`src/hdl/chained_hash_map_insert_find_unit_assert.svh`:
```
// ----------------------------------------------------------------------------
// Assertion macros for the chained hash map unit
// Clocked assertions with active-low reset gating.
// ----------------------------------------------------------------------------
`ifndef CHAINED_HASH_MAP_INSERT_FIND_UNIT_ASSERT_SVH
`define CHAINED_HASH_MAP_INSERT_FIND_UNIT_ASSERT_SVH

// same-cycle implication
`define CHMIF_ASSERT_SAME(LBL, CLK, RSTN, ANTE, CONS) \
    LBL: assert property (@(posedge CLK) disable iff (!RSTN) (ANTE) |-> (CONS)) \
        else $error("chmif assertion failed");

// next-cycle implication
`define CHMIF_ASSERT_NEXT(LBL, CLK, RSTN, ANTE, CONS) \
    LBL: assert property (@(posedge CLK) disable iff (!RSTN) (ANTE) |=> (CONS)) \
        else $error("chmif assertion failed");

`endif

```
`src/hdl/chmif_pkg.sv`:
```
`timescale 1ns / 1ps
// ----------------------------------------------------------------------------
// chmif_pkg
// Shared widths, defaults and opcodes of the chained hash map unit.
// ----------------------------------------------------------------------------
package chmif_pkg;

    localparam int unsigned KEY_W = 64;
    localparam int unsigned VAL_W = 32;
    localparam int unsigned OP_W  = 2;

    localparam int unsigned BUCKET_COUNT_DEFAULT   = 1024;
    localparam int unsigned ENTRY_CAPACITY_DEFAULT = 1024;

    localparam logic [OP_W-1:0] OP_FIND   = 2'd0;
    localparam logic [OP_W-1:0] OP_INSERT = 2'd1;
    localparam logic [OP_W-1:0] OP_CLEAR  = 2'd2;

endpackage

```
`src/hdl/chmif_mod_unit.sv`:
```
`timescale 1ns / 1ps
// ----------------------------------------------------------------------------
// chmif_mod_unit
// Bucket select: key modulo bucket count. Mask for a power-of-two count,
// otherwise four 16-bit digits reduced in turn by reciprocal multiplication
// on one shared 17x17 multiplier, through M_EST, M_BACK and M_FIX per digit.
// ----------------------------------------------------------------------------
module chmif_mod_unit #(
    parameter int unsigned BUCKET_COUNT = chmif_pkg::BUCKET_COUNT_DEFAULT
) (
    input  logic                            clk,
    input  logic                            rst_n,
    input  logic                            go,
    input  logic [chmif_pkg::KEY_W-1:0]     key,
    output logic                            done,
    output logic [$clog2(BUCKET_COUNT)-1:0] bucket
);

    localparam int unsigned     BW      = $clog2(BUCKET_COUNT);
    localparam int unsigned     XW      = BW + 16;
    localparam int unsigned     DIGITS  = chmif_pkg::KEY_W / 16;
    localparam bit              IS_POW2 = ((BUCKET_COUNT & (BUCKET_COUNT - 1)) == 0);
    localparam longint unsigned RECIP   = (64'd1 << XW) / BUCKET_COUNT;
    localparam logic [16:0]     RECIP_V = 17'(RECIP);
    localparam logic [16:0]     MOD_V   = 17'(BUCKET_COUNT);
    localparam logic [XW-1:0]   MOD_X   = XW'(BUCKET_COUNT);
    localparam logic [XW-1:0]   MOD2_X  = XW'(2 * BUCKET_COUNT);

    typedef enum logic [1:0] {
        M_IDLE,
        M_EST,
        M_BACK,
        M_FIX
    } mod_state_t;

    mod_state_t                  state_reg;
    logic [BW-1:0]               rem_reg;
    logic [chmif_pkg::KEY_W-1:0] sh_reg;
    logic [1:0]                  digit_reg;
    logic [XW-1:0]               x_reg;
    logic [33:0]                 prod_reg;
    logic                        done_reg;
    logic [XW-1:0]               x_cur;
    logic [16:0]                 mul_a;
    logic [16:0]                 mul_b;
    logic [33:0]                 mul_p;
    logic [XW-1:0]               diff;
    logic [BW-1:0]               rem_fix;

    // estimate quotient from the top bits, then subtract q*M; estimate is
    // at most two short, so the fixup picks among three candidates
    assign x_cur = {rem_reg, sh_reg[chmif_pkg::KEY_W-1 -: 16]};
    assign mul_a = (state_reg == M_EST) ? x_cur[XW-1:BW-1] : prod_reg[33:17];
    assign mul_b = (state_reg == M_EST) ? RECIP_V : MOD_V;
    assign mul_p = 34'(mul_a) * 34'(mul_b);
    assign diff  = x_reg - prod_reg[XW-1:0];

    always_comb
    begin
        if (diff >= MOD2_X)
        begin
            rem_fix = BW'(diff - MOD2_X);
        end
        else if (diff >= MOD_X)
        begin
            rem_fix = BW'(diff - MOD_X);
        end
        else
        begin
            rem_fix = diff[BW-1:0];
        end
    end

    always_ff @(posedge clk or negedge rst_n)
    begin
        if (!rst_n)
        begin
            state_reg <= M_IDLE;
            done_reg  <= 1'b0;
            digit_reg <= '0;
            rem_reg   <= '0;
            sh_reg    <= '0;
            x_reg     <= '0;
            prod_reg  <= '0;
        end
        else
        begin
            done_reg <= 1'b0;
            case (state_reg)
                M_IDLE:
                begin
                    if (go)
                    begin
                        if (IS_POW2)
                        begin
                            rem_reg  <= key[BW-1:0];
                            done_reg <= 1'b1;
                        end
                        else
                        begin
                            rem_reg   <= '0;
                            sh_reg    <= key;
                            digit_reg <= '0;
                            state_reg <= M_EST;
                        end
                    end
                end
                M_EST:
                begin
                    x_reg     <= x_cur;
                    prod_reg  <= mul_p;
                    sh_reg    <= {sh_reg[chmif_pkg::KEY_W-17:0], 16'h0000};
                    state_reg <= M_BACK;
                end
                M_BACK:
                begin
                    prod_reg  <= mul_p;
                    state_reg <= M_FIX;
                end
                M_FIX:
                begin
                    rem_reg   <= rem_fix;
                    digit_reg <= digit_reg + 1'b1;
                    if (digit_reg == 2'(DIGITS - 1))
                    begin
                        done_reg  <= 1'b1;
                        state_reg <= M_IDLE;
                    end
                    else
                    begin
                        state_reg <= M_EST;
                    end
                end
                default:
                begin
                    state_reg <= M_IDLE;
                end
            endcase
        end
    end

    assign done   = done_reg;
    assign bucket = rem_reg;

endmodule

```
`config.mk`:
```
export PLATFORM = sky130hd
export DESIGN_NAME = chmif_mod_unit
export DESIGN_NICKNAME = d
export VERILOG_FILES = /design/src/hdl/chained_hash_map_insert_find_unit_assert.svh /design/src/hdl/chmif_pkg.sv /design/src/hdl/chmif_mod_unit.sv
export SDC_FILE = /design/constraint.sdc
export NUM_CORES = 1
export LEC_CHECK = 0
export BUFFER_PORTS_ARGS = -buffer_cell sky130_fd_sc_hd__buf_2
export CORE_MARGIN = 2
export CORE_UTILIZATION = 37
export DETAILED_ROUTE_END_ITERATION = 10
export GPL_TIMING_DRIVEN = 1
export PLACE_DENSITY = 0.79
export REMOVE_ABC_BUFFERS = 1
export SYNTH_ARGS = -nofsm -noshare
export SYNTH_HDL_FRONTEND = slang
export SYNTH_SLANG_ARGS = --single-unit
```
`constraint.sdc`:
```
create_clock -name clk -period 1.85 [get_ports clk]
set_input_delay 0.2775 -clock clk [delete_from_list [all_inputs] [get_ports clk]]
set_output_delay 0.2775 -clock clk [all_outputs]
set_load 0.05 [all_outputs]
```
## Word-level counts from Yosys, hierarchy flattened

Cells that the tools add are included.

- Register bits: 59
- Input bits: 67

- Add/subtract/negate cells: 4
- Mux-type cells: 11
- $lt $le $gt $ge: 2
- $mul: 1
- Equal/unequal tests: 5
- Reductions and logical operators: 4

Operator list:

| kind | number |
|---|---|
| $mul A17 B17 Y34 | 1 |
| $mux W17 | 2 |
| $mux W10 | 3 |
| $ge A26 B11 Y1 const B | 1 |
| $ge A26 B12 Y1 const B | 1 |
| $sub A26 B26 Y26 | 1 |
| $pmux W10 S2 | 1 |
| $sub A10 B1 Y10 const B | 2 |
| $eq A2 B2 Y1 const B | 3 |
| $pmux W2 S3 | 1 |
| $mux W1 | 3 |
| $add A2 B1 Y2 const B | 1 |
| $eq A2 B1 Y1 const B | 1 |
| $logic_not A2 Y1 | 1 |
| $ne A2 B2 Y1 const B | 1 |
| $pmux W1 S2 | 1 |
| $reduce_and A2 Y1 | 1 |
| $reduce_bool A2 Y1 | 1 |
| $reduce_or A2 Y1 | 1 |

## Depth between registers and ports, before layout

Gate-level depths: netlist of the first run.

- Word-level depth: 5
- Depth in mapped cells: 6

## Worst setup path after synthesis of the first run

No wires, ideal clock.

- Path type: flip-flop to flip-flop
- Start point: register state_reg[0]
- End point: register rem_reg[0] (netlist: bucket[0])
- Data arrival time: 1,218 ps
- Period minus slack after synthesis: 1,298 ps
- Buffers on the path: 1
- Path slack: 552 ps
- Library setup time: 80 ps
- Data required time: 1,770 ps
- Stages on the path, launching flop included: 6
- Cell sequence: dfrtp_1 > inv_1 > ha_1 > buf_4 > or3b_1 > o211ai_2

- Cells in the longest elaborated chain, start to end: 3

Ends and longest elaborated chain:

| item | RTL line | source |
|---|---|---|
| start, declared | chmif_mod_unit.sv:36 | `mod_state_t state_reg;` |
| start signal, assigned | chmif_mod_unit.sv:78 | `state_reg <= M_IDLE;` |
| start signal, assigned | chmif_mod_unit.sv:104 | `state_reg <= M_EST;` |
| start signal, assigned | chmif_mod_unit.sv:113 | `state_reg <= M_BACK;` |
| $eq A2 B2 Y1 / $logic_not A2 Y1 (equally long branches) | chmif_mod_unit.sv:89 | `case (state_reg)` |
| $reduce_bool A2 Y1 (no line) / $ne A2 B2 Y1 (equally long branches) | - |  |
| $reduce_and A2 Y1 (no line) | - |  |
| end signal, assigned | chmif_mod_unit.sv:96 | `rem_reg <= key[BW-1:0];` |
| end signal, assigned | chmif_mod_unit.sv:122 | `rem_reg <= rem_fix;` |
| end, declared | chmif_mod_unit.sv:37 | `logic [BW-1:0] rem_reg;` |

Parallel ways exist; a longest one is shown, timed or not.
A chain may end at the register's enable or synchronous reset.

## Worst setup path in the final report of the first run

- Start point: register state_reg[1]
- End point: register rem_reg[0] (netlist: bucket[0])

Same word-level chain as after synthesis.

==> results of run 1 <==
metrics by stage:
| stage | hold slack [ps] | setup slack, ps | util (%) | instances | total power [mW] |
|---|---|---|---|---|---|
| after floorplan | -18.1 | 370 | - | 72 | 0.480 |
| after global placement | 199 | 299 | 44.9 | 125 | 0.528 |
| after detailed placement | 209 | 224 | 44.9 | 125 | 0.533 |
| after CTS | 257 | 211 | 46.5 | 130 | 0.726 |
| after global routing | 260 | 56.2 | 46.5 | 130 | 0.752 |
| final | 264 | 250 | 46.5 | 130 | 0.713 |
kinds of logic after synthesis:
family | Yosys count | share of synthesized area, %
xor+xnor | 1 | 0.978
fa+ha+maj | 6 | 8.38
simple gates | 34 | 26.0
buf+inv | 9 | 6.28
flops | 15 | 41.9
compound gates | 13 | 15.2
mux | 1 | 1.26
cell usage after synthesis:
library cell / instances
nor2_1: 1
dfrtp_1: 15
nand2_1: 1
nand2b_1: 1
or3b_1: 10
ha_1: 6
buf_6: 2
a22oi_1: 1
o211ai_1: 2
nand3_1: 10
o211ai_2: 8
o21ai_0: 1
buf_4: 1
buf_2: 3
inv_1: 2
nand3b_1: 10
clkbuf_1: 1
nor2b_1: 1
o31a_1: 1
mux2_2: 1
xor2_1: 1
report_power, final:
| group | internal, mW | switching (mW) | leakage [nW] | total, mW |
|---|---|---|---|---|
| clock | 0.0838 | 0.104 | 0.0150 | 0.188 |
| sequential | 0.348 | 0.0136 | 0.189 | 0.362 |
| combinational | 0.0504 | 0.113 | 0.308 | 0.163 |
per-layer routing:
layer  GRT usage, %  vias up  wire length [um]
met5              0        -                 0
met4           3.85        0                13
met3           5.08        2               112
met2           26.5       20               835
met1           17.5      338               706
li1               -      336                 -
layout make-up:
class	instances	area share (%)
clock buffer	4	2.51
timing repair buffer	26	13.4
sequential	15	35.8
multi-input combinational	55	44.3
tap	28	3.34
inverter	2	0.716
worst reg2reg max path, delay by kind of cell (launching register included):
family / cells / cell delay (ps)
flops: 1 / 430
fa+ha+maj: 1 / 700
simple gates: 1 / 240
compound gates: 1 / 90
worst max path at each step:
stage | depth (start not counted) | slack [ps] | endpoint | start
after floorplan | 4 | 370 | bucket[0] | state_reg[0]
after global placement | 3 | 300 | bucket[6] | state_reg[1]
after global routing | 3 | 60 | bucket[1] | state_reg[1]
after detailed placement | 3 | 220 | bucket[6] | state_reg[1]
final | 3 | 250 | bucket[0] | state_reg[1]
after CTS | 3 | 210 | bucket[6] | state_reg[1]
cells in the final DEF (no fill, tap or decap):
| master | count |
|---|---|
| clkbuf_4 | 3 |
| inv_1 | 2 |
| nand3b_1 | 10 |
| nor2_1 | 1 |
| nand2b_1 | 1 |
| a22oi_1 | 1 |
| ha_1 | 6 |
| buf_2 | 23 |
| dfrtp_1 | 15 |
| nand2_1 | 1 |
| buf_4 | 2 |
| o31a_1 | 1 |
| nor2b_1 | 1 |
| clkbuf_1 | 1 |
| o211ai_1 | 2 |
| o211ai_2 | 8 |
| o21ai_0 | 1 |
| dlygate4sd3_1 | 1 |
| xor2_1 | 1 |
| mux2_2 | 1 |
| nand3_1 | 10 |
| or3b_1 | 10 |
==> out/qor.yml, run 1 <==
design.portCount: 78
n_fill_cell: 230
post-route-period-util_pct: 86.5
timing.final.setup_violations: 0
ys_seq_elements: 15
detail_route.wirelength_um: 1670
cts_hold_buffers: 1
tritoncts_clock_tree: "yes"
ir_worst_vdd_mv: 0.414
detailedRoute.firstPassIterationCount: 4
core_region_area_sq_um: 2250
list_of_cells_traversed_by_the_critical_path: "ha_1 -> or3b_1 -> o211ai_2"
grt_max_degree: 22
htree_levels: 1
period_minus_slack_ps: 1600
hold_viol: 0
yosysUniqueCellTypes: 21
postLayoutCellArea_sq_um: 1050
buffer_ports.inserted: 23
timing.critical_path.fanout_max: 21
final_layout_size_suffix_gt1_share_pct: 36.3
clock_insertion_delay_at_the_later_pin_of_the_skew_report_ps: 280
grt_setup_unrepaired: "false"
grt_first_pass_wirelength_um: 3130
die_height_um: 53.2
routabilityCongestion: 0.696
final_antenna_net_count: 0
start_util_pct: 39.7
drt_drc_violations_left: 0
cpPeakStageDelay_ps: 700
cp.buffers_inverters: 0
cts_made_buffers: 3
post_synthesis_sequential_area_ratio_pct: 41.9
cpMaxStageDelayCell: "ha_1"
hpwl_detailed_um: 1240
end_kind: "flip-flop"
maximum_clock_frequency_mhz: 625
via_per_inst: 5.35
rr_endpoint: "bucket[0]"
vias: 696
die-area_sq_um: 2830
routed_wire_length_per_instance_um: 12.8
status: "complete, no violations"
drt_first_iter_violations: 7
min-delay-path-class: "input pin to flip-flop"
insertedDiodeCount: 0
synth_top_cell_by_area: "dfrtp_1"
clk_transition_reported_paths_ps: 90
worstPathRequired_ps: 2000
worst-endpoint-arrival_ps: 1750
pwr_density_cell_nw_per_um2: 680
postSynthAreaPerCell_sq_um: 11.3
worstRegToRegCells: 3
cp_top_family: "adder cells"
maxCapViolations: 0
worst_slew_pin_slew_ps: 791
worst-r2r-setup-slack_ps: 250
max_slew_margin_pct: 47.3
setup.worst_path.start_class: "flip-flop"
cts_repair_resize_count: 0
crit_type: "flip-flop to flip-flop"
largest_register_ffs: 10
tns_ps: 0
ctsLongestPathBuffers: 2
globalRouteTotalUtil_pct: 15.2
timing_max_transition_violations_final: 0
std_cell_rows: 17
ys_top_cells_by_area: "dfrtp_1 42%, o211ai_2 11%, or3b_1 9.8%"
synth.yosys.warnings: 0
root_buffer: "clkbuf_4"
post-synth-top-area-fraction_pct: 41.9
hold_end: "bucket[3]"
post-cts-setup-buffers: 0
fin_nets: 176
regToRegStartpoint: "state_reg[1]"
first_global_vias: 719
postPlaceCellArea_sq_um: 1010
total_leakage_power_nw: 0.512
netlist_instances: 79
layout-area-overhead-vs-synth_pct: 17.0
hold-path-cell-count: 3
hold_path_startpoint: "key[3]"
area.sequential_sq_um: 375
grt_antenna_before_repair: 0
dieWidth_um: 53.2
multi_input_area_sq_um: 464
clock_skew_ps: 0.573
cts_num_sinks: 15
netlist_area_sq_um: 896
globalRouteOverflowTotal: 0
No activity file was read; power rests on OpenSTA's default activity.
==> run 2: changes to the inputs <==
--- a/config.mk
+++ b/config.mk
@@ -8,8 +8,9 @@
 export BUFFER_PORTS_ARGS = -buffer_cell sky130_fd_sc_hd__buf_2
 export CORE_MARGIN = 2
-export CORE_UTILIZATION = 37
+export CORE_UTILIZATION = 33
 export DETAILED_ROUTE_END_ITERATION = 10
 export GPL_TIMING_DRIVEN = 1
-export PLACE_DENSITY = 0.79
+export HOLD_SLACK_MARGIN = 0.02
+export PLACE_DENSITY = 0.74
 export REMOVE_ABC_BUFFERS = 1
 export SYNTH_ARGS = -nofsm -noshare
==> constraint.sdc (replaced) <==
create_clock -name clk -period 1.4 [get_ports clk]
set_input_delay 0.21 -clock clk [delete_from_list [all_inputs] [get_ports clk]]
set_output_delay 0.21 -clock clk [all_outputs]
set_load 0.1 [all_outputs]
==> out/qor.yml, run 2 (same netlist as run 1, synthesis figures left out) <==
area.sequential_sq_um: 375
crit_type: "flip-flop to flip-flop"
insertedDiodeCount: 0
min-delay-path-class: "input pin to flip-flop"
globalRouteOverflowTotal: 0
hold-path-cell-count: 3
cpPeakStageDelay_ps: 420
vias: 702
status: "complete, no violations"
pwr_density_cell_nw_per_um2: 936
end_kind: "flip-flop"
root_buffer: "clkbuf_4"
drt_drc_violations_left: 0
dp_cells: 131
detail_route.wirelength_um: 1760
die_height_um: 56.1
post-route-period-util_pct: 95.0
worstPathRequired_ps: 1610
ir_worst_vdd_mv: 0.606
core_region_area_sq_um: 2520
layout.cells.most_common: "buf_2"
maximum_clock_frequency_mhz: 752
routabilityCongestion: 0.598
hold_viol: 0
tritoncts_clock_tree: "yes"
die-area_sq_um: 3150
start_util_pct: 35.5
hpwl_detailed_um: 1270
final_core_utilization_pct: 44.3
period_minus_slack_ps: 1330
largest_register_ffs: 10
layout-area-overhead-vs-synth_pct: 24.9
grt_first_pass_wirelength_um: 3290
fin_nets: 181
setup.worst_path.start_class: "flip-flop"
rr_endpoint: "bucket[9]"
clock_skew_ps: 6.06
most_frequent_cells_in_the_layout: "23 x buf_2, 15 x dfrtp_1, 10 x nand3_1, 10 x or3b_1, 10 x nand3b_1"
drt_first_iter_violations: 15
postLayoutCellArea_sq_um: 1120
worst_slew_pin_slew_ps: 487
std_cell_rows: 18
grt_max_degree: 22
postPlaceCellArea_sq_um: 1040
multi_input_area_sq_um: 479
regToRegStartpoint: "state_reg[1]"
n_fill_cell: 257
post_layout_nonfiller_instances: 137
max_slew_margin_pct: 67.8
design.portCount: 78
clock_insertion_delay_at_the_later_pin_of_the_skew_report_ps: 280
final_layout_size_suffix_gt1_share_pct: 43.0
detailedRoute.firstPassIterationCount: 3
final_antenna_net_count: 0
worstRegToRegCells: 4
buffer_ports.inserted: 23
grt_antenna_before_repair: 0
ctsLongestPathBuffers: 2
timing_max_transition_violations_final: 0
cpMaxStageDelayCell: "dfrtp_1"
worst-endpoint-arrival_ps: 1540
cts_num_sinks: 15
list_of_cells_traversed_by_the_critical_path: "ha_2 -> buf_4 -> or3b_1 -> o211ai_2"
globalRouteTotalUtil_pct: 12.9
hold_path_startpoint: "key[3]"
routed_wire_length_per_instance_um: 12.9
via_per_inst: 5.12
place_ws_ps: 0.545
htree_levels: 1
cts_made_buffers: 3
hold_end: "bucket[3]"
total_leakage_power_nw: 0.543
maxCapViolations: 0
clk_transition_reported_paths_ps: 90
timing.final.setup_violations: 0
timing.critical_path.fanout_max: 9
dieWidth_um: 56.1
post-route-worst-setup-slack_ps: 70.3
first_global_vias: 740
worst-r2r-setup-slack_ps: 70
[run 2: cell types whose count changed in the layout (fill, tap and decap cells not counted), sizes merged]
cell,delta
buf,+5
[run 2: area by class of cell]
cell class | count | area share, %
multi-input combinational | 55 | 42.8
tap | 30 | 3.36
inverter | 2 | 0.671
clock buffer | 4 | 2.35
sequential | 15 | 33.6
timing repair buffer | 31 | 17.2
[run 2: stage by stage]
| stage | total power [mW] | TNS, ps | hold WS [ps] |
|---|---|---|---|
| 2_1_floorplan | 0.739 | -856 | -85.6 |
| 3_3_place_gp | 0.806 | 0 | 136 |
| 3_5_place_dp | 0.811 | 0 | 140 |
| 4_1_cts | 1.06 | 0 | 199 |
| 5_1_grt | 1.10 | -16.8 | 195 |
| 6_report | 1.05 | 0 | 203 |
[run 2: report_power, final]
part / internal, mW / leakage, nW / switching, mW
sequential: 0.460 / 0.189 / 0.0180
combinational: 0.0664 / 0.339 / 0.257
clock: 0.111 / 0.0150 / 0.135
[run 2: worst max-delay path by stage]
stage / to / depth (start not counted) / slack [ps] / from
floorplan: bucket[5] / 2 / -90 / bucket[5]
global placement: bucket[5] / 5 / 50 / state_reg[0]
detailed placement: bucket[5] / 5 / 0.5 / state_reg[0]
CTS: bucket[5] / 5 / 2 / state_reg[0]
global route: bucket[5] / 5 / -10 / state_reg[0]
finish: bucket[9] / 4 / 70 / state_reg[1]
[run 2: layer usage]
layer | part of all wire (%) | track usage, % | wire [um]
met5 | 0 | 0 | 0
met4 | 0 | 4.08 | 0
met3 | 4.9 | 2.79 | 87
met2 | 52 | 21.3 | 913
met1 | 43 | 16.6 | 760
[run 2: worst max-delay path, delay by kind of cell, from the launching register on]
kind                       cells  cell delay [ps]
and+or+nand+nor                1              390
buffers and inverters          1              170
adders and majority gates      1              200
AOI/OAI and AO/OA              1               80
DFF                            1              420
[run 2: what timing repair did]
item	in CTS	in global routing
resized for setup	0	9
hold buffers	1	0
buffers inserted	1	0
pin swaps	0	3
endpoints found under the setup margin	3	10
endpoints found under the hold margin	15	0
==> run 3: changes to the inputs <==
- ABC_AREA: unset -> 1
- CORE_UTILIZATION: 33 -> 30
==> out/qor.yml, run 3 <==
most_frequent_cells_in_the_layout: "23 x buf_2, 15 x nand2_1, 15 x dfrtp_1"
end_kind: "output port"
postLayoutCellArea_sq_um: 902
tns_ps: 0
power_switching_mw: 0.406
hold_viol: 0
status: "complete, no violations"
clock_insertion_delay_at_the_later_pin_of_the_skew_report_ps: 290
grt_antenna_before_repair: 0
die-area_sq_um: 2790
p_clk_share_pct: 24.4
wl_met1_um: 625
ir_worst_vdd_mv: 0.639
die_height_um: 52.8
post-synth-top-area-fraction_pct: 52.5
cpMaxStageDelayCell: "buf_2"
core_region_area_sq_um: 2230
first_global_vias: 523
layout.cells.most_common: "buf_2"
buffer_ports.inserted: 23
drt_first_iter_violations: 6
detailedRoute.firstPassIterationCount: 4
critical_path_depth: 1
detail_route.wirelength_um: 1480
grt_first_pass_wirelength_um: 2270
ys_seq_elements: 15
swShare_pct: 39.8
cts_made_buffers: 3
vias: 603
min-delay-path-class: "input pin to flip-flop"
fin_nets: 176
final_antenna_net_count: 0
globalRouteTotalUtil_pct: 11.7
grt_max_degree: 16
internal_power_mw: 0.615
tritoncts_clock_tree: "yes"
ctsLongestPathBuffers: 2
worst_slew_pin_slew_ps: 487
synth.top_cells.by_count: "15 x dfrtp_1, 15 x nand2_1, 10 x nand3_1, 10 x nand4_1"
timing_max_transition_violations_final: 0
dr_wl_met3_um: 120
cp_top_family: "buffers and inverters"
grt_setup_unrepaired: "false"
worstPathRequired_ps: 1190
total_power_mw: 1.02
worstRegToRegCells: 5
post-route-period-util_pct: 92.3
globalRouteOverflowTotal: 0
crit_type: "flip-flop to output port"
htree_levels: 1
pwr_density_cell_nw_per_um2: 1130
routabilityCongestion: 0.731
synth_enable_flop_cells: 0
maxCapViolations: 0
clock_skew_ps: 3.83
netlist_instances: 74
start_util_pct: 32.0
design.portCount: 78
largest_register_ffs: 10
period_minus_slack_ps: 1290
async_reset_ff_share_pct: 100
dieWidth_um: 52.8
postPlaceCellArea_sq_um: 865
cp.buffers_inverters: 1
timing.critical_path.fanout_max: 2
met2RoutedLength_um: 714
maximum_clock_frequency_mhz: 774
netlist_area_sq_um: 714
synth.yosys.warnings: 0
synth_top_cell_by_area: "dfrtp_1"
sequential_power_share_pct: 46.3
timing.final.setup_violations: 0
layout-area-overhead-vs-synth_pct: 26.3
final_layout_size_suffix_gt1_share_pct: 31.4
hold-path-cell-count: 3
cts_num_sinks: 15
std_cell_rows: 17
total_leakage_power_nw: 0.522
root_buffer: "clkbuf_4"
insertedDiodeCount: 0
post_synthesis_sequential_area_ratio_pct: 52.5
worst-endpoint-arrival_ps: 1080
postSynthAreaPerCell_sq_um: 9.65
routed_wire_length_per_instance_um: 11.4
hpwl_detailed_um: 1120
setup.worst_path.start_class: "flip-flop"
ys_top_cells_by_area: "dfrtp_1 53%, ha_1 11%, nand4_1 8.8%"
drt_drc_violations_left: 0
top_layer: "met4"
max_slew_margin_pct: 67.8
yosysUniqueCellTypes: 14
cts_repair_resize_count: 0
clk_transition_reported_paths_ps: 90
ys_dominant_reg_cell: "dfrtp_1"
via_per_inst: 4.64
power.combinational.fraction_pct: 29.3
cpPeakStageDelay_ps: 430
list_of_cells_traversed_by_the_critical_path: "buf_2"
[run 3: changes by cell type after synthesis, sizes merged, moves of 2 or more]
| cell | before | now |
|---|---|---|
| inv | 2 | 7 |
| nand2 | 1 | 17 |
| a21oi | 0 | 2 |
| nand3b | 10 | 0 |
| buf | 6 | 2 |
| o211ai | 10 | 0 |
| nand4 | 0 | 10 |
| or3b | 10 | 0 |
[run 3: cells by family (layout without fill, tap and decap cells)]
group / count (synthesis) / after routing / synth area share [%]
buffers and inverters: 9 / 37 / 5.78
DFF: 15 / 15 / 52.5
xor gates and xnor gates: 1 / 1 / 1.23
and+or+nand+nor: 39 / 39 / 27.1
adders and majority gates: 6 / 6 / 10.5
AOI/OAI and AO/OA: 4 / 4 / 2.80
[run 3: power by group through the flow]
stage | Combinational, mW | Clock [mW] | Sequential [mW]
2_1_floorplan | 0.0310 | 0 | 0.682
3_3_place_gp | 0.296 | 0 | 0.482
3_5_place_dp | 0.299 | 0 | 0.483
4_1_cts | 0.301 | 0.269 | 0.474
5_1_grt | 0.311 | 0.288 | 0.477
6_report | 0.299 | 0.249 | 0.473
[run 3: path summary, 6_finish.rpt]
| kind | startpoint | to | slack (ps) |
|---|---|---|---|
| worst min register to register | digit_reg[0] | digit_reg[0] | 480 |
| worst min-delay path | key[3] | bucket[3] | 170 |
| min in group asynchronous | rst_n | bucket[4] | 350 |
| max in group asynchronous | rst_n | bucket[7] | 800 |
| worst max register to register | state_reg[0] | bucket[7] | 190 |
| worst max-delay path | bucket[0] | bucket[0] | 110 |
[run 3: area by class of cell]
cell class | instances | area (sq um)
fill | 239 | 1330
sequential | 15 | 375
multi-input combinational | 50 | 298
timing repair buffer | 26 | 140
tap | 28 | 35.0
inverter | 7 | 26.3
clock buffer | 3 | 22.5
clock inverter | 1 | 5.00
[run 3: worst reg2reg max path: cells and delay by family, from the launching register on]
kind / cells / cell delay [ps]
buffers and inverters: 1 / 120
adders and majority gates: 1 / 230
DFF: 1 / 420
and+or+nand+nor: 3 / 330
[run 3: per-stage QoR]
stage                     cells  worst slack, ps  utilization, %  hold WS (ps)
after global routing        130             39.5            40.4           148
after global placement      125              240            38.7           124
final                       130              108            40.4           167
after floorplan              72              131               -         -85.6
after CTS                   130             80.8            40.4           153
after detailed placement    125              207            38.7           133
[run 3: what timing repair did]
| item | in CTS | in global routing |
|---|---|---|
| hold buffers | 1 | 0 |
| buffers inserted | 0 | 0 |
| endpoints found under the hold margin | 15 | 0 |
[run 3: routing by layer]
| metal | vias up | global-route usage [%] |
|---|---|---|
| met4 | 0 | 5.13 |
| met1 | 276 | 13.8 |
| met5 | - | 0 |
| met2 | 17 | 18.5 |
| met3 | 3 | 4.86 |
| li1 | 307 | - |
